$ cat src/hdl/blocking_mailbox_queue_macros.svh
// Assertion macros for the mailbox queue
`ifndef BLOCKING_MAILBOX_QUEUE_MACROS_SVH
`define BLOCKING_MAILBOX_QUEUE_MACROS_SVH

// same-cycle implication, checked out of reset
`define BMQ_ASSERT_NOW(label, clk, rst_n, ante, cons, msg) \
    label: assert property (@(posedge clk) disable iff (!rst_n) (ante) |-> (cons)) \
        else $error(msg);

// next-cycle implication, checked out of reset
`define BMQ_ASSERT_NEXT(label, clk, rst_n, ante, cons, msg) \
    label: assert property (@(posedge clk) disable iff (!rst_n) (ante) |=> (cons)) \
        else $error(msg);

`endif

$ cat src/hdl/bmq_pkg.sv
// Shared types and constants for the mailbox queue
package bmq_pkg;

    localparam int CAP_BITS = 5;
    localparam logic [CAP_BITS-1:0] CAP_RESET = 5'd16;

    typedef enum logic {
        OP_PUT = 1'b0,
        OP_GET = 1'b1
    } t_op;

    typedef enum logic [1:0] {
        ST_DONE    = 2'd0,
        ST_BLOCKED = 2'd1,
        ST_FULL    = 2'd2
    } t_status;

endpackage

$ cat src/hdl/bmq_if.sv
// Request and response channel interfaces for the mailbox queue
interface bmq_req_if #(
    parameter int VALUE_BITS = 32,
    parameter int ID_BITS    = 8
);
    logic                         valid;
    logic                         ready;
    bmq_pkg::t_op                 operation;
    logic        [ID_BITS-1:0]    requester;
    logic signed [VALUE_BITS-1:0] put_value;

    modport source (output valid, operation, requester, put_value, input ready);
    modport sink   (input valid, operation, requester, put_value, output ready);
endinterface

interface bmq_rsp_if #(
    parameter int VALUE_BITS = 32,
    parameter int ID_BITS    = 8
);
    logic                         valid;
    logic                         ready;
    bmq_pkg::t_status             status;
    logic signed [VALUE_BITS-1:0] get_value;
    logic                         woken_valid;
    logic        [ID_BITS-1:0]    woken_id;
    logic                         woken_is_getter;
    logic signed [VALUE_BITS-1:0] woken_value;

    modport source (output valid, status, get_value, woken_valid, woken_id,
                    woken_is_getter, woken_value, input ready);
    modport sink   (input valid, status, get_value, woken_valid, woken_id,
                    woken_is_getter, woken_value, output ready);
endinterface

$ cat src/hdl/bmq_in_stage.sv
// Input register stage for request beats
module bmq_in_stage (
    input  logic      i_clk,
    input  logic      i_rst_n,
    bmq_req_if.sink   i_req,
    bmq_req_if.source o_req
);

    logic r_valid;

    assign i_req.ready = !r_valid || o_req.ready;
    assign o_req.valid = r_valid;

    always_ff @(posedge i_clk) begin
        if (!i_rst_n) begin
            r_valid <= 1'b0;
        end else if (i_req.ready) begin
            r_valid <= i_req.valid;
        end
    end

    always_ff @(posedge i_clk) begin
        if (i_req.valid && i_req.ready) begin
            o_req.operation <= i_req.operation;
            o_req.requester <= i_req.requester;
            o_req.put_value <= i_req.put_value;
        end
    end

endmodule

$ cat src/hdl/bmq_engine.sv
// Queue state, request decision and result register
module bmq_engine #(
    parameter int ITEM_DEPTH = 16,
    parameter int WAIT_DEPTH = 16,
    parameter int VALUE_BITS = 32,
    parameter int ID_BITS    = 8
) (
    input  logic                         i_clk,
    input  logic                         i_rst_n,
    input  logic                         i_cfg_we,
    input  logic [bmq_pkg::CAP_BITS-1:0] i_cfg_data,
    bmq_req_if.sink                      i_req,
    bmq_rsp_if.source                    o_rsp
);

    localparam int IAW = (ITEM_DEPTH > 1) ? $clog2(ITEM_DEPTH) : 1;
    localparam int ICW = $clog2(ITEM_DEPTH + 1);
    localparam int ITW = ICW + 1;
    localparam int CW  = (ICW > bmq_pkg::CAP_BITS) ? ICW : bmq_pkg::CAP_BITS;
    localparam int WAW = (WAIT_DEPTH > 1) ? $clog2(WAIT_DEPTH) : 1;
    localparam int WCW = $clog2(WAIT_DEPTH + 1);
    localparam int WTW = WCW + 1;

    logic [bmq_pkg::CAP_BITS-1:0] r_capacity;

    logic [VALUE_BITS-1:0] r_item_mem [ITEM_DEPTH];
    logic [VALUE_BITS-1:0] r_pval_mem [WAIT_DEPTH];
    logic [ID_BITS-1:0]    r_pid_mem  [WAIT_DEPTH];
    logic [ID_BITS-1:0]    r_gid_mem  [WAIT_DEPTH];

    logic [IAW-1:0] r_ihead, n_ihead;
    logic [ICW-1:0] r_icount, n_icount;
    logic [WAW-1:0] r_phead, n_phead;
    logic [WCW-1:0] r_pcount, n_pcount;
    logic [WAW-1:0] r_ghead, n_ghead;
    logic [WCW-1:0] r_gcount, n_gcount;

    logic                         r_rsp_valid;
    bmq_pkg::t_status             n_status;
    logic signed [VALUE_BITS-1:0] n_get_value;
    logic                         n_woken_valid;
    logic [ID_BITS-1:0]           n_woken_id;
    logic                         n_woken_is_getter;
    logic signed [VALUE_BITS-1:0] n_woken_value;

    logic                  advance;
    logic                  accept;
    logic [ITW-1:0]        itail_sum;
    logic [IAW-1:0]        itail;
    logic [IAW-1:0]        ihead_inc;
    logic [WTW-1:0]        ptail_sum;
    logic [WAW-1:0]        ptail;
    logic [WAW-1:0]        phead_inc;
    logic [WTW-1:0]        gtail_sum;
    logic [WAW-1:0]        gtail;
    logic [WAW-1:0]        ghead_inc;
    logic                  item_room;
    logic                  item_we;
    logic [VALUE_BITS-1:0] item_wdata;
    logic                  pwait_we;
    logic                  gwait_we;

    assign advance     = !r_rsp_valid || o_rsp.ready;
    assign accept      = i_req.valid && advance;
    assign i_req.ready = advance;
    assign o_rsp.valid = r_rsp_valid;

    assign itail_sum = ITW'(r_ihead) + ITW'(r_icount);
    assign itail     = IAW'((itail_sum >= ITW'(ITEM_DEPTH)) ?
                            itail_sum - ITW'(ITEM_DEPTH) : itail_sum);
    assign ihead_inc = (r_ihead == IAW'(ITEM_DEPTH - 1)) ? '0 : r_ihead + 1'b1;
    assign ptail_sum = WTW'(r_phead) + WTW'(r_pcount);
    assign ptail     = WAW'((ptail_sum >= WTW'(WAIT_DEPTH)) ?
                            ptail_sum - WTW'(WAIT_DEPTH) : ptail_sum);
    assign phead_inc = (r_phead == WAW'(WAIT_DEPTH - 1)) ? '0 : r_phead + 1'b1;
    assign gtail_sum = WTW'(r_ghead) + WTW'(r_gcount);
    assign gtail     = WAW'((gtail_sum >= WTW'(WAIT_DEPTH)) ?
                            gtail_sum - WTW'(WAIT_DEPTH) : gtail_sum);
    assign ghead_inc = (r_ghead == WAW'(WAIT_DEPTH - 1)) ? '0 : r_ghead + 1'b1;

    // capacity above the buffer depth saturates at the depth
    assign item_room = (CW'(r_icount) < CW'(r_capacity)) &&
                       (r_icount < ICW'(ITEM_DEPTH));

    always_comb begin
        n_ihead           = r_ihead;
        n_icount          = r_icount;
        n_phead           = r_phead;
        n_pcount          = r_pcount;
        n_ghead           = r_ghead;
        n_gcount          = r_gcount;
        item_we           = 1'b0;
        item_wdata        = i_req.put_value;
        pwait_we          = 1'b0;
        gwait_we          = 1'b0;
        n_status          = bmq_pkg::ST_DONE;
        n_get_value       = '0;
        n_woken_valid     = 1'b0;
        n_woken_id        = '0;
        n_woken_is_getter = 1'b0;
        n_woken_value     = '0;
        if (accept) begin
            case (i_req.operation)
                bmq_pkg::OP_PUT: begin
                    if (r_gcount != '0) begin
                        n_woken_valid     = 1'b1;
                        n_woken_id        = r_gid_mem[r_ghead];
                        n_woken_is_getter = 1'b1;
                        n_woken_value     = i_req.put_value;
                        n_ghead           = ghead_inc;
                        n_gcount          = r_gcount - 1'b1;
                    end else if (item_room) begin
                        item_we  = 1'b1;
                        n_icount = r_icount + 1'b1;
                    end else if (r_pcount == WCW'(WAIT_DEPTH)) begin
                        n_status = bmq_pkg::ST_FULL;
                    end else begin
                        pwait_we = 1'b1;
                        n_pcount = r_pcount + 1'b1;
                        n_status = bmq_pkg::ST_BLOCKED;
                    end
                end
                bmq_pkg::OP_GET: begin
                    if (r_icount != '0) begin
                        n_get_value = r_item_mem[r_ihead];
                        n_ihead     = ihead_inc;
                        if (r_pcount != '0) begin
                            // refill from the oldest blocked putter
                            item_we       = 1'b1;
                            item_wdata    = r_pval_mem[r_phead];
                            n_woken_valid = 1'b1;
                            n_woken_id    = r_pid_mem[r_phead];
                            n_phead       = phead_inc;
                            n_pcount      = r_pcount - 1'b1;
                        end else begin
                            n_icount = r_icount - 1'b1;
                        end
                    end else if (r_pcount != '0) begin
                        n_get_value   = r_pval_mem[r_phead];
                        n_woken_valid = 1'b1;
                        n_woken_id    = r_pid_mem[r_phead];
                        n_phead       = phead_inc;
                        n_pcount      = r_pcount - 1'b1;
                    end else if (r_gcount == WCW'(WAIT_DEPTH)) begin
                        n_status = bmq_pkg::ST_FULL;
                    end else begin
                        gwait_we = 1'b1;
                        n_gcount = r_gcount + 1'b1;
                        n_status = bmq_pkg::ST_BLOCKED;
                    end
                end
                default: begin
                end
            endcase
        end
    end

    always_ff @(posedge i_clk) begin
        if (!i_rst_n) begin
            r_capacity  <= bmq_pkg::CAP_RESET;
            r_ihead     <= '0;
            r_icount    <= '0;
            r_phead     <= '0;
            r_pcount    <= '0;
            r_ghead     <= '0;
            r_gcount    <= '0;
            r_rsp_valid <= 1'b0;
        end else begin
            if (i_cfg_we) begin
                r_capacity <= i_cfg_data;
            end
            r_ihead  <= n_ihead;
            r_icount <= n_icount;
            r_phead  <= n_phead;
            r_pcount <= n_pcount;
            r_ghead  <= n_ghead;
            r_gcount <= n_gcount;
            if (advance) begin
                r_rsp_valid <= accept;
            end
        end
    end

    always_ff @(posedge i_clk) begin
        if (item_we) begin
            r_item_mem[itail] <= item_wdata;
        end
        if (pwait_we) begin
            r_pid_mem[ptail]  <= i_req.requester;
            r_pval_mem[ptail] <= i_req.put_value;
        end
        if (gwait_we) begin
            r_gid_mem[gtail] <= i_req.requester;
        end
    end

    always_ff @(posedge i_clk) begin
        if (advance) begin
            o_rsp.status          <= n_status;
            o_rsp.get_value       <= n_get_value;
            o_rsp.woken_valid     <= n_woken_valid;
            o_rsp.woken_id        <= n_woken_id;
            o_rsp.woken_is_getter <= n_woken_is_getter;
            o_rsp.woken_value     <= n_woken_value;
        end
    end

endmodule

$ cat src/hdl/blocking_mailbox_queue.sv
// Each accepted request beat passes the input register stage, then the result
// register. Throughput: one request per cycle unless o_rsp.ready stalls; each
// request updates the queue heads, counts and storage in a single pass.
// Reset (synchronous, active low) empties all three queues, sets capacity to
// 16 and drops any beat in flight; queue storage is not cleared.
`include "blocking_mailbox_queue_macros.svh"

module blocking_mailbox_queue #(
    parameter int ITEM_DEPTH = 16,
    parameter int WAIT_DEPTH = 16,
    parameter int VALUE_BITS = 32,
    parameter int ID_BITS    = 8
) (
    input  logic                         i_clk,
    input  logic                         i_rst_n,
    input  logic                         i_cfg_we,
    input  logic [bmq_pkg::CAP_BITS-1:0] i_cfg_data,
    bmq_req_if.sink                      i_req,
    bmq_rsp_if.source                    o_rsp
);

    bmq_req_if #(.VALUE_BITS(VALUE_BITS), .ID_BITS(ID_BITS)) req_q ();

    bmq_in_stage u_in_stage (
        .i_clk   (i_clk),
        .i_rst_n (i_rst_n),
        .i_req   (i_req),
        .o_req   (req_q.source)
    );

    bmq_engine #(
        .ITEM_DEPTH (ITEM_DEPTH),
        .WAIT_DEPTH (WAIT_DEPTH),
        .VALUE_BITS (VALUE_BITS),
        .ID_BITS    (ID_BITS)
    ) u_engine (
        .i_clk      (i_clk),
        .i_rst_n    (i_rst_n),
        .i_cfg_we   (i_cfg_we),
        .i_cfg_data (i_cfg_data),
        .i_req      (req_q.sink),
        .o_rsp      (o_rsp)
    );

    `BMQ_ASSERT_NOW(a_no_wake_on_block, i_clk, i_rst_n,
        o_rsp.valid && (o_rsp.status != bmq_pkg::ST_DONE),
        !o_rsp.woken_valid && (o_rsp.get_value == '0), "blocked result carries data")
    `BMQ_ASSERT_NOW(a_wake_fields_clear, i_clk, i_rst_n,
        o_rsp.valid && !o_rsp.woken_valid,
        (o_rsp.woken_id == '0) && !o_rsp.woken_is_getter && (o_rsp.woken_value == '0),
        "wake fields set without wake")
    `BMQ_ASSERT_NEXT(a_stage_feeds_result, i_clk, i_rst_n,
        req_q.valid && req_q.ready, o_rsp.valid, "accepted request gave no result")

endmodule
$ cat src/flat_wrapper.sv
// flat-port wrapper written by rule: the top's interface ports become plain ports
module blocking_mailbox_queue_flat 
#(
    parameter int ITEM_DEPTH = 16,
    parameter int WAIT_DEPTH = 16,
    parameter int VALUE_BITS = 32,
    parameter int ID_BITS    = 8
)
  (i_clk, i_rst_n, i_cfg_we, i_cfg_data, i_req_valid, i_req_operation, i_req_requester, i_req_put_value, i_req_ready, o_rsp_valid, o_rsp_status, o_rsp_get_value, o_rsp_woken_valid, o_rsp_woken_id, o_rsp_woken_is_getter, o_rsp_woken_value, o_rsp_ready);
  bmq_req_if #(.VALUE_BITS(VALUE_BITS), .ID_BITS(ID_BITS)) i_req_i ();
  bmq_rsp_if #(.VALUE_BITS(VALUE_BITS), .ID_BITS(ID_BITS)) o_rsp_i ();
  input  logic i_clk;
  input  logic i_rst_n;
  input  logic i_cfg_we;
  input  logic [bmq_pkg::CAP_BITS-1:0] i_cfg_data;
  input wire logic [$bits(i_req_i.valid)-1:0] i_req_valid;
  input wire logic [$bits(i_req_i.operation)-1:0] i_req_operation;
  input wire logic [$bits(i_req_i.requester)-1:0] i_req_requester;
  input wire logic [$bits(i_req_i.put_value)-1:0] i_req_put_value;
  output wire logic [$bits(i_req_i.ready)-1:0] i_req_ready;
  output wire logic [$bits(o_rsp_i.valid)-1:0] o_rsp_valid;
  output wire logic [$bits(o_rsp_i.status)-1:0] o_rsp_status;
  output wire logic [$bits(o_rsp_i.get_value)-1:0] o_rsp_get_value;
  output wire logic [$bits(o_rsp_i.woken_valid)-1:0] o_rsp_woken_valid;
  output wire logic [$bits(o_rsp_i.woken_id)-1:0] o_rsp_woken_id;
  output wire logic [$bits(o_rsp_i.woken_is_getter)-1:0] o_rsp_woken_is_getter;
  output wire logic [$bits(o_rsp_i.woken_value)-1:0] o_rsp_woken_value;
  input wire logic [$bits(o_rsp_i.ready)-1:0] o_rsp_ready;
  assign i_req_i.valid = i_req_valid;
  assign i_req_i.operation = i_req_operation;
  assign i_req_i.requester = i_req_requester;
  assign i_req_i.put_value = i_req_put_value;
  assign i_req_ready = i_req_i.ready;
  assign o_rsp_valid = o_rsp_i.valid;
  assign o_rsp_status = o_rsp_i.status;
  assign o_rsp_get_value = o_rsp_i.get_value;
  assign o_rsp_woken_valid = o_rsp_i.woken_valid;
  assign o_rsp_woken_id = o_rsp_i.woken_id;
  assign o_rsp_woken_is_getter = o_rsp_i.woken_is_getter;
  assign o_rsp_woken_value = o_rsp_i.woken_value;
  assign o_rsp_i.ready = o_rsp_ready;
  blocking_mailbox_queue #(.ITEM_DEPTH(ITEM_DEPTH), .WAIT_DEPTH(WAIT_DEPTH), .VALUE_BITS(VALUE_BITS), .ID_BITS(ID_BITS)) u_core (.i_clk(i_clk), .i_rst_n(i_rst_n), .i_cfg_we(i_cfg_we), .i_cfg_data(i_cfg_data), .i_req(i_req_i), .o_rsp(o_rsp_i));
endmodule
$ cat config.mk
export PLATFORM = sky130hd
export DESIGN_NAME = blocking_mailbox_queue_flat
export DESIGN_NICKNAME = d
export VERILOG_FILES = /design/src/hdl/bmq_pkg.sv /design/src/hdl/bmq_if.sv /design/src/hdl/bmq_in_stage.sv /design/src/hdl/bmq_engine.sv /design/src/hdl/blocking_mailbox_queue.sv /design/src/flat_wrapper.sv
export VERILOG_INCLUDE_DIRS = /design/src /design/src/hdl
export SDC_FILE = /design/constraint.sdc
export NUM_CORES = 1
export LEC_CHECK = 0
export ABC_CLOCK_PERIOD_IN_PS = 6600
export BUFFER_PORTS_ARGS = -buffer_cell sky130_fd_sc_hd__buf_2
export CAP_MARGIN = 30
export CELL_PAD_IN_SITES_DETAIL_PLACEMENT = 0
export CELL_PAD_IN_SITES_GLOBAL_PLACEMENT = 1
export CORE_ASPECT_RATIO = 1.25
export CORE_MARGIN = 1
export CORE_UTILIZATION = 55
export CTS_CLUSTER_SIZE = 30
export DETAILED_ROUTE_END_ITERATION = 7
export PLACE_DENSITY = 0.81
export SETUP_SLACK_MARGIN = 0.3
export SLEW_MARGIN = 30
export SYNTH_ARGS = -nofsm -noshare
export SYNTH_HDL_FRONTEND = slang
export SYNTH_SLANG_ARGS = --single-unit
$ cat constraint.sdc
create_clock -name i_clk -period 6.6 [get_ports i_clk]
set_input_delay 0.33 -clock i_clk [delete_from_list [all_inputs] [get_ports i_clk]]
set_output_delay 0.33 -clock i_clk [all_outputs]
set_load 0.02 [all_outputs]
# --- After elaboration in Yosys (flattened, before gate mapping) ---
# Memory sizes are Yosys's and may differ from the RTL's. A register that Yosys moved wholly into a read port is not among the register bits.
# Cells that the tools add are included.
word_totals:
  out_inout_bits: 78
  reg_bits: 151
  in_bits: 51
  memories: 4
  ram_bits: 1280
classes:
  add_sub_neg: 15
  reduce_logical: 19
  n_eq_ne: 15
  bitwise_logic: 3
  magnitude_cmp: 5
  n_mux: 69
mem_list:
  columns: ["memory", "depth", "word_bits", "read_ports", "rd_ports_with_merged_regs", "wr", "line", "text"]
  rows:
  - ["u_core.u_engine.r_item_mem", 16, 32, 1, 1, 1, "bmq_engine.sv:26", "logic [VALUE_BITS-1:0] r_item_mem [ITEM_DEPTH];"]
  - ["u_core.u_engine.r_pval_mem", 16, 32, 1, 1, 1, "bmq_engine.sv:27", "logic [VALUE_BITS-1:0] r_pval_mem [WAIT_DEPTH];"]
  - ["u_core.u_engine.r_gid_mem", 16, 8, 1, 1, 1, "bmq_engine.sv:29", "logic [ID_BITS-1:0] r_gid_mem [WAIT_DEPTH];"]
  - ["u_core.u_engine.r_pid_mem", 16, 8, 1, 1, 1, "bmq_engine.sv:28", "logic [ID_BITS-1:0] r_pid_mem [WAIT_DEPTH];"]
ops:
  columns: ["op", "count"]
  rows:
  - ["$mux 32", 6]
  - ["$mux 5", 12]
  - ["$mux 4", 14]
  - ["$pmux 5 s2", 3]
  - ["$mux 1", 22]
  - ["$ne 2x2->1 const B", 10]
  - ["$add 4x5->6", 3]
  - ["$ge 6x5->1 const B", 3]
  - ["$mux 8", 2]
  - ["$pmux 8 s2", 1]
  - ["$add 5x1->5 const B", 3]
  - ["$reduce_and 5->1", 3]
  - ["$reduce_bool 5->1", 3]
  - ["$sub 5x1->5 const B", 3]
  - ["$add 4x1->4 const B", 3]
  - ["$eq 4x4->1 const B", 3]
  - ["$mux 2", 6]
  - ["$sub 4x1->4 const B", 3]
  - ["$eq 5x5->1 const B", 2]
  - ["$reduce_and 3->1", 3]
  - ["$lt 5x5->1", 1]
  - ["$lt 5x5->1 const B", 1]
  - ["$pmux 1 s2", 2]
  - ["$pmux 2 s2", 1]
  - ["7 further kinds", 13]

# --- Logic depth before layout (Yosys ltp) ---
# Gate-level depths: netlist of run 1.
logic_depth:
  word_depth: 8
  depth_mapped: 8
  mapped_depth_nobuf: 7

# --- By module ---
# Synthesis of run 1 repeated with hierarchy kept, for this count alone.
hier_totals:
  cells_unflattened: 2669
  hier_area_um2: 55937.4
by_module_without_submodules:
  columns: ["mod", "area_per_inst_um2", "n_inst", "cells_per_inst"]
  rows:
  - ["bmq_engine", 54648.7, 1, 2623]
  - ["bmq_in_stage", 1288.7, 1, 46]

# --- Worst setup path before layout of run 1 ---
# No wires, ideal clock.
synth_timing:
  path_kind: "reg2reg"
  start: "reg u_core.u_engine.r_gcount[0]"
  end: "mem u_core.u_engine.r_pid_mem[0][0] (enable)"
  setup_slack_ps: 1617
  stages_incl_launch_ff: 6
  arrival_ps: 4496
  synth_period_minus_slack_ps: 4983
  path_cell_list: "dfxtp_1 or4_4 a211oi_2 nand4_1 or3_4 nor3_1"
synth_via:
  elab_chain_len: 6
synth_rtl:
  columns: ["element", "line", "text"]
  rows:
  - ["start: declaration", "bmq_engine.sv:36", "logic [WCW-1:0] r_gcount, n_gcount;"]
  - ["start signal: assignment", "bmq_engine.sv:177", "r_gcount <= n_gcount;"]
  - ["$reduce_bool 5->1", "bmq_engine.sv:105", "if (r_gcount != '0) begin"]
  - ["$mux 1", "bmq_engine.sv:105", null]
  - ["$mux 1", "bmq_engine.sv:103", "case (i_req.operation)"]
  - ["$mux 1", "bmq_engine.sv:102", "if (accept) begin"]
  - ["$mux 1", "bmq_engine.sv:188", "if (pwait_we) begin"]
  - ["$mux 1 (implied by the code)", "bmq_engine.sv:189", "r_pid_mem[ptail] <= i_req.requester;"]
  - ["end: declaration", "bmq_engine.sv:28", null]
# Every way passes these cells.

# --- Worst setup path in the final report of run 1 ---
layout_timing:
  start: "reg u_core.u_in_stage.o_req.operation"
  end: "mem u_core.u_engine.r_gid_mem[10][2] (enable)"
layout_via:
  elab_chain_len: 4
layout_rtl:
  columns: ["element", "line", "text"]
  rows:
  - ["start: declaration", "bmq_if.sv:12", "modport source (output valid, operation, requester, put_value, input ready);"]
  - ["$mux 1", "bmq_engine.sv:103", null]
  - ["$mux 1", "bmq_engine.sv:102", null]
  - ["$mux 1", "bmq_engine.sv:192", "if (gwait_we) begin"]
  - ["$mux 1 (implied by the code)", "bmq_engine.sv:193", "r_gid_mem[gtail] <= i_req.requester;"]
  - ["end: declaration", "bmq_engine.sv:29", null]
# Every way passes these cells.

==> key figures, run 1 <==
Setup path
  • Crit path largest cell delay: 0.85 ns
  • Slowest cell on crit path: edfxtp_1
  • Arrival time worst endpoint: 4.25 ns
  • CP cell instances: inv_1 -> nor3_1 -> nand4_1 -> or3_1 -> nor2_1
  • Kind of cell adding the most delay to the critical path: simple AND/OR/NAND/NOR gates
  • CP startpoint kind: register
  • Crit. End Element: register
  • Kind of critical path: register to register
  • Max FO, Critical Path: 19
  • CP bufs+invs: 1
  • WP data required: ~7.0 ns

Global route
  • Vias in the first global route: 27800
  • Initial antenna violation count: 3
  • First-pass GRT wire length: 181000 microns
  • Gr ovfl total: 0
  • All-layer global routing usage: between 20% and 30%
  • Largest net degree at the start of global routing: 104

Power
  • Pwr Total: approximately 19 mW
  • Peak supply drop: 0.267 mV
  • Cell area power density: 294 mW/mm^2
  • Leakage power: 20.1 nW

Logic synthesis
  • Post-synth EDFFs: roughly 1400
  • Mean Syn Cell Area: between 20 and 25 sq um
  • Async SR Flop Fraction: 0%
  • Syn. warnings: 0
  • Main synth FF type: edfxtp_1
  • Post-Syn Instances: between 2000 and 3000
  • Synth cell types: 58
  • Register area share after synthesis: 77.0%
  • Synthesized flop and latch total: 1443
  • Post-Syn Nets: 2694
  • Syn Std Cell Area: around 0.056 sq mm

Timing
  • Final period utilization: 58.6%
  • Setup tns final: 0 ns
  • Layout Skew: 0.0291 ns
  • Fmax: 259 MHz
  • Final worst slack: roughly 2.7 ns
  • RSZ-0062 raised after global routing: no
  • Slew Limit Fails: 0
  • Final Hold Viols: 0
  • Max-slew headroom: 34.2%
  • Min Tclk post-route: 3.86 ns
  • Final setup fails: 0
  • Slew @ Worst Pin: 0.987 ns

Clock tree
  • Latest clock arrival within the worst-skew pair: 0.76 ns
  • Total setup buffers inserted after CTS: 0
  • Clk Tree Root Cell: clkbuf_16
  • Max Buffers Root-to-Sink: 3
  • H-tree levels: 4
  • CTS tree: built
  • TritonCTS buffer count: roughly 140
  • Reg clk slew, reported paths: approximately 0.060 ns
  • Clk sinks: 1443

Routing
  • Post-DR vias/cell: around 6.3
  • Final WL: 124000 microns
  • DRT Pass-1 Iters: 5
  • # DRC: 0
  • Post-route ant nets: 0
  • WL per Instance: between 20 and 30 microns
  • DR vias: 27200
  • Starting DRT DRC Count: 3124

Placed design
  • GP Congestion: 0.868
  • I/O Buffers: 128
  • Setup WS pre-CTS: 2.77 ns
  • Detailed placement HPWL: 71600 microns

Floorplanning
  • Initial core utilization: 55.4%
  • Die Height: 358 microns
  • # rows: 130
  • Io pins: about 130
  • Die area: 0.102 sq mm
  • Die Width: 287 microns
  • Total core area: approximately 0.10 sq mm

Status
  • Status: complete, no violations

Final layout
  • Layout Nets: between 2000 and 3000
  • Synth-to-layout area growth: 13.9%
  • FILL cells: 6541
  • Layout cell share with drive strength beyond 1: 26.3%
  • Antenna fix cells: 0

Min path
  • Hold crit path type: primary input to register

Job
  • Max-cap violations: 0
==> logic make-up (layout without fill, tap and decap cells) <==
family / count (synthesis) / count (layout) / share of synthesized area (%)
adder cells (fa/ha/maj): 31 / 31 / 0.778
AND/OR/NAND/NOR: 275 / 275 / 2.48
XOR/XNOR: 25 / 25 / 0.393
buffers and inverters: 151 / 509 / 1.12
AO/OA/AOI/OAI: 259 / 259 / 3.19
multiplexers: 428 / 428 / 15.0
flip-flops: 1443 / 1443 / 77.0
==> cells in the mapped netlist, types with 12 or more instances <==
master,instances,area [sq um]
dfxtp_1,46,921
nor2b_1,38,238
mux2_2,16,180
mux2_1,32,360
xnor2_1,15,131
inv_1,17,63.8
buf_1,15,56.3
ha_1,25,313
o21ai_0,12,60.1
a22oi_1,64,480
a21oi_1,81,405
a22o_1,32,280
clkbuf_1,77,289
mux4_2,320,7210
mux2i_1,60,601
edfxtp_1,1397,42000
nor2_1,83,312
and2_1,34,213
nand2_1,62,233
a211oi_1,33,248
buf_2,38,190
nand3_1,12,60.1
==> layer usage <==
metal	GRT usage, %	routed length [microns]	up-vias
met5	0	10	-
met4	9.79	4360	2
met3	4.31	9130	253
met2	40.8	62600	1254
met1	32.7	47500	14300
li1	-	-	11400
==> where the power goes <==
group          internal [mW]  switching (mW)  total [mW]
clock                   4.27            3.29        7.56
sequential              10.2           0.135        10.3
combinational          0.313           0.466       0.779
==> placed cells by master (no fill, tap or decap), drive strengths merged, types with 51 or more instances in the layout <==
master,instances
nor2,85
a22oi,64
mux2i,60
nand2,62
buf,195
clkinv,51
a21oi,81
clkbuf,167
dlygate4sd3,55
edfxtp,1397
mux4,320
==> layout make-up <==
cell class              count  area (sq um)  area share, %
repair buffers            250          2080           3.28
clock buffers             167          3630           5.72
flip-flops and latches   1443         42900           67.6
multi-input cells        1018         12400           19.6
inverters                  19          73.8          0.116
clock inverters            73           647           1.02
well taps                1320          1650           2.60
==> final timing paths <==
check                                                   endpoint                              start  depth (start not counted)  slack (ns)
worst max-delay path            u_core.u_engine.r_gid_mem[10][2]  u_core.u_in_stage.o_req.operation                          5        2.74
worst min-delay path             u_core.u_engine.o_rsp.status[1]                        o_rsp_ready                          4        0.28
worst max register to register  u_core.u_engine.r_gid_mem[10][2]  u_core.u_in_stage.o_req.operation                          5        2.74
worst min register to register        u_core.u_engine.r_ghead[3]         u_core.u_engine.r_ghead[3]                          2        0.55
==> through the flow <==
| step | hold WS (ns) | instance area, sq um | instances | utilization [%] |
|---|---|---|---|---|
| finish | 0.277 | 63400 | 4290 | 63.2 |
| global route | 0.260 | 63400 | 4290 | 63.2 |
| CTS | 0.232 | 63300 | 4283 | 63.1 |
| detailed placement | 0.498 | 58500 | 3988 | 58.3 |
| global placement | 0.483 | 58100 | 3972 | 57.9 |
| floorplan | 0.429 | 55600 | 2612 | - |
==> worst register-to-register path, stage by stage, from the launching register on <==
cell and delay, ns:
edfxtp_1 0.85, inv_1 0.53, nor3_1 0.55, nand4_1 0.36, or3_1 0.52, nor2_1 0.69
==> timing repair <==
item / CTS / global route
resized for setup: 0 / 0
hold buffers: 55 / 0
hold endpoints to repair: 51 / 0
==> state kept, by name, summed over array words and instances (netlist names), named ones only <==
register	cells
u_core.u_engine.r_item_mem	512
u_core.u_engine.r_pval_mem	512
u_core.u_engine.r_gid_mem	128
u_core.u_engine.r_pid_mem	128
u_core.u_engine.o_rsp.get_value	32
u_core.u_engine.o_rsp.woken_value	32
u_core.u_in_stage.o_req.put_value	32
u_core.u_engine.o_rsp.woken_id	8
u_core.u_in_stage.o_req.requester	8
u_core.u_engine.r_capacity	5
u_core.u_engine.r_gcount	5
u_core.u_engine.r_icount	5
u_core.u_engine.r_pcount	5
u_core.u_engine.r_ghead	4
u_core.u_engine.r_ihead	4
u_core.u_engine.r_phead	4
u_core.u_engine.o_rsp.status	2
u_core.u_engine.o_rsp.valid	1
u_core.u_engine.o_rsp.woken_is_getter	1
u_core.u_engine.o_rsp.woken_valid	1
u_core.u_in_stage.o_req.operation	1
u_core.u_in_stage.o_req.valid	1
No activity file was read; power rests on OpenSTA's default activity.
==> inputs of run 2 (changes only) <==
--- a/config.mk
+++ b/config.mk
@@ -6,7 +6,7 @@
 export SDC_FILE = /design/constraint.sdc
 export NUM_CORES = 1
 export LEC_CHECK = 0
-export ABC_CLOCK_PERIOD_IN_PS = 6600
+export ABC_CLOCK_PERIOD_IN_PS = 3850
 export BUFFER_PORTS_ARGS = -buffer_cell sky130_fd_sc_hd__buf_2
 export CAP_MARGIN = 30
 export CELL_PAD_IN_SITES_DETAIL_PLACEMENT = 0
==> constraint.sdc (replaced) <==
create_clock -name i_clk -period 3.85 [get_ports i_clk]
set_input_delay 0.1925 -clock i_clk [delete_from_list [all_inputs] [get_ports i_clk]]
set_output_delay 0.1925 -clock i_clk [all_outputs]
set_load 0.02 [all_outputs]
==> key figures, run 2 (synthesis results as in run 1) <==
Status
  • Status: complete, no violations

Setup path
  • Kind of cell adding the most delay to the critical path: simple AND/OR/NAND/NOR gates
  • Max FO, Critical Path: 28
  • CP startpoint kind: register
  • WP data required: between 4 and 5 ns
  • Slowest cell on crit path: or3_1
  • CP bufs+invs: 1
  • Arrival time worst endpoint: ~3.7 ns
  • Kind of critical path: register to register
  • CP cell instances: ha_1 -> o21ai_0 -> a21oi_1 -> nand4_1 -> or3_1 -> nor2_4 -> buf_12
  • Crit path largest cell delay: 0.60 ns
  • Crit. End Element: register

Routing
  • DR vias: 27100
  • Final WL: 124000 microns
  • Met2 WL: between 60000 and 70000 microns
  • Met3 wire length: 9280 microns
  • Post-DR vias/cell: 6.23
  • Top Layer Used: met5
  • WL per Instance: 28.5 microns
  • Starting DRT DRC Count: between 2000 and 3000
  • Post-route ant nets: 0
  • # DRC: 0
  • DRT Pass-1 Iters: 5
  • M1 WL: 47100 microns

Timing
  • RSZ-0062 raised after global routing: no
  • Slew @ Worst Pin: 0.889 ns
  • Layout Skew: 0.0361 ns
  • Fmax: approximately 310 MHz
  • Final period utilization: between 80% and 90%
  • Max-slew headroom: 40.6%
  • Final setup fails: 0
  • Slew Limit Fails: 0
  • Min Tclk post-route: approximately 3.3 ns
  • Final Hold Viols: 0
  • Setup tns final: 0 ns

Power
  • Leakage power: 20.3 nW
  • P_int: 25.4 mW
  • Psw: 6.58 mW
  • Peak supply drop: 0.641 mV
  • Sequential share of power: 55.1%
  • Cell area power density: 500 mW/mm^2
  • Clock power frac: between 40% and 50%
  • Sw frac: between 20 and 25%
  • Pwr Total: between 30 and 40 mW
  • Comb power frac: 4.4%

Global route
  • Gr ovfl total: 0
  • Vias in the first global route: 28100
  • All-layer global routing usage: between 20% and 30%
  • Largest net degree at the start of global routing: 60
  • First-pass GRT wire length: 183000 microns
  • Initial antenna violation count: 4

Placed design
  • I/O Buffers: 128
  • GP Congestion: 0.879
  • Placed standard-cell area: slightly below 0.06 sq mm
  • Detailed placement HPWL: between 70000 and 80000 microns

Clock tree
  • Clk Tree Root Cell: clkbuf_16
  • Latest clock arrival within the worst-skew pair: about 0.76 ns
  • TritonCTS buffer count: 134
  • H-tree levels: 4
  • Clk sinks: 1443
  • Reg clk slew, reported paths: 0.06 ns
  • Max Buffers Root-to-Sink: 3
  • Post-CTS sizing: 0
  • CTS tree: built

Floorplanning
  • Die area: 0.102 sq mm
  • # rows: between 100 and 150
  • Die Height: 358 microns
  • Io pins: 129
  • Initial core utilization: 55.4%
  • Die Width: 287 microns
  • Total core area: approximately 0.1 sq mm

Final layout
  • Layout cell share with drive strength beyond 1: 27.0%
  • Top Registers: u_core.u_engine.r_item_mem x512, u_core.u_engine.r_pval_mem x512
  • Layout Nets: 3000
  • Commonest cells after routing, fill and taps aside: edfxtp_1, mux4_2, clkbuf_16
  • Fin util: between 60% and 70%
  • Design area: 0.0638 sq mm
  • Synth-to-layout area growth: 14.7%
  • Commonest non-fill, non-tap cell in the layout: edfxtp_1

Min path
  • Hold crit path type: primary input to register

Job
  • Max-cap violations: 0
## run 2: cell count changes in the layout (fill, tap and decap cells not counted), sizes merged
cell / delta
buf: +51
clkinv: -8
clkbuf: +6
diode: +4
bufinv: +3
clkinvlp: -3
dlygate4sd3: +1
## run 2: worst paths after layout
kind / from / to / depth (start not counted) / slack [ns]
hold / removal: i_req_requester[2] / u_core.u_in_stage.o_req.requester[2] / 2 / 0.15
setup / recovery: u_core.u_engine.r_icount[4] / u_core.u_engine.r_pval_mem[10][24] / 7 / 0.59
hold reg to reg: u_core.u_engine.r_icount[4] / u_core.u_engine.r_icount[4] / 2 / 0.53
setup reg to reg: u_core.u_engine.r_icount[4] / u_core.u_engine.r_pval_mem[10][24] / 7 / 0.59
## run 2: power groups by stage
| stage | registers (mW) | logic, mW | clock network [mW] |
|---|---|---|---|
| floorplan | 17.9 | 0.779 | 0 |
| global placement | 17.9 | 1.27 | 0 |
| detailed placement | 17.9 | 1.31 | 0 |
| CTS | 17.6 | 1.37 | 13.2 |
| global route | 17.6 | 1.49 | 13.7 |
| finish | 17.6 | 1.39 | 13.0 |
## run 2: stage by stage
stage	hold slack [ns]	setup WS (ns)	cells
after floorplan	0.291	-0.0150	2612
after global placement	0.369	0.668	4038
after detailed placement	0.371	0.625	4040
after CTS	0.0856	0.615	4334
after global routing	0.122	0.365	4340
final	0.147	0.591	4344
## run 2: worst reg2reg max path: stages (launching register included)
cell     delay, ns
dfxtp_1       0.35
ha_1          0.37
o21ai_0       0.11
a21oi_1       0.32
nand4_1       0.40
or3_1         0.60
nor2_4        0.47
buf_12        0.30
## run 2: cell type report
cell class,instances,area [sq um]
clock inverter,65,683
tap,1320,1650
multi-input combinational,1018,12400
inverter,19,73.8
timing repair buffer,302,2510
fill,6493,36500
clock buffer,173,3580
sequential,1443,42900
antenna,4,10.0
## run 2: timing repair
action                                 CTS  global route
buffers inserted                         0             0
hold buffers                            56             0
endpoints found under the hold margin   61             0
## run 2: routing by layer
layer | vias to the layer above | GRT usage, %
met5 | - | 0
met4 | 2 | 8.88
met3 | 205 | 4.45
met2 | 1161 | 41.8
met1 | 14200 | 32.7
li1 | 11500 | -
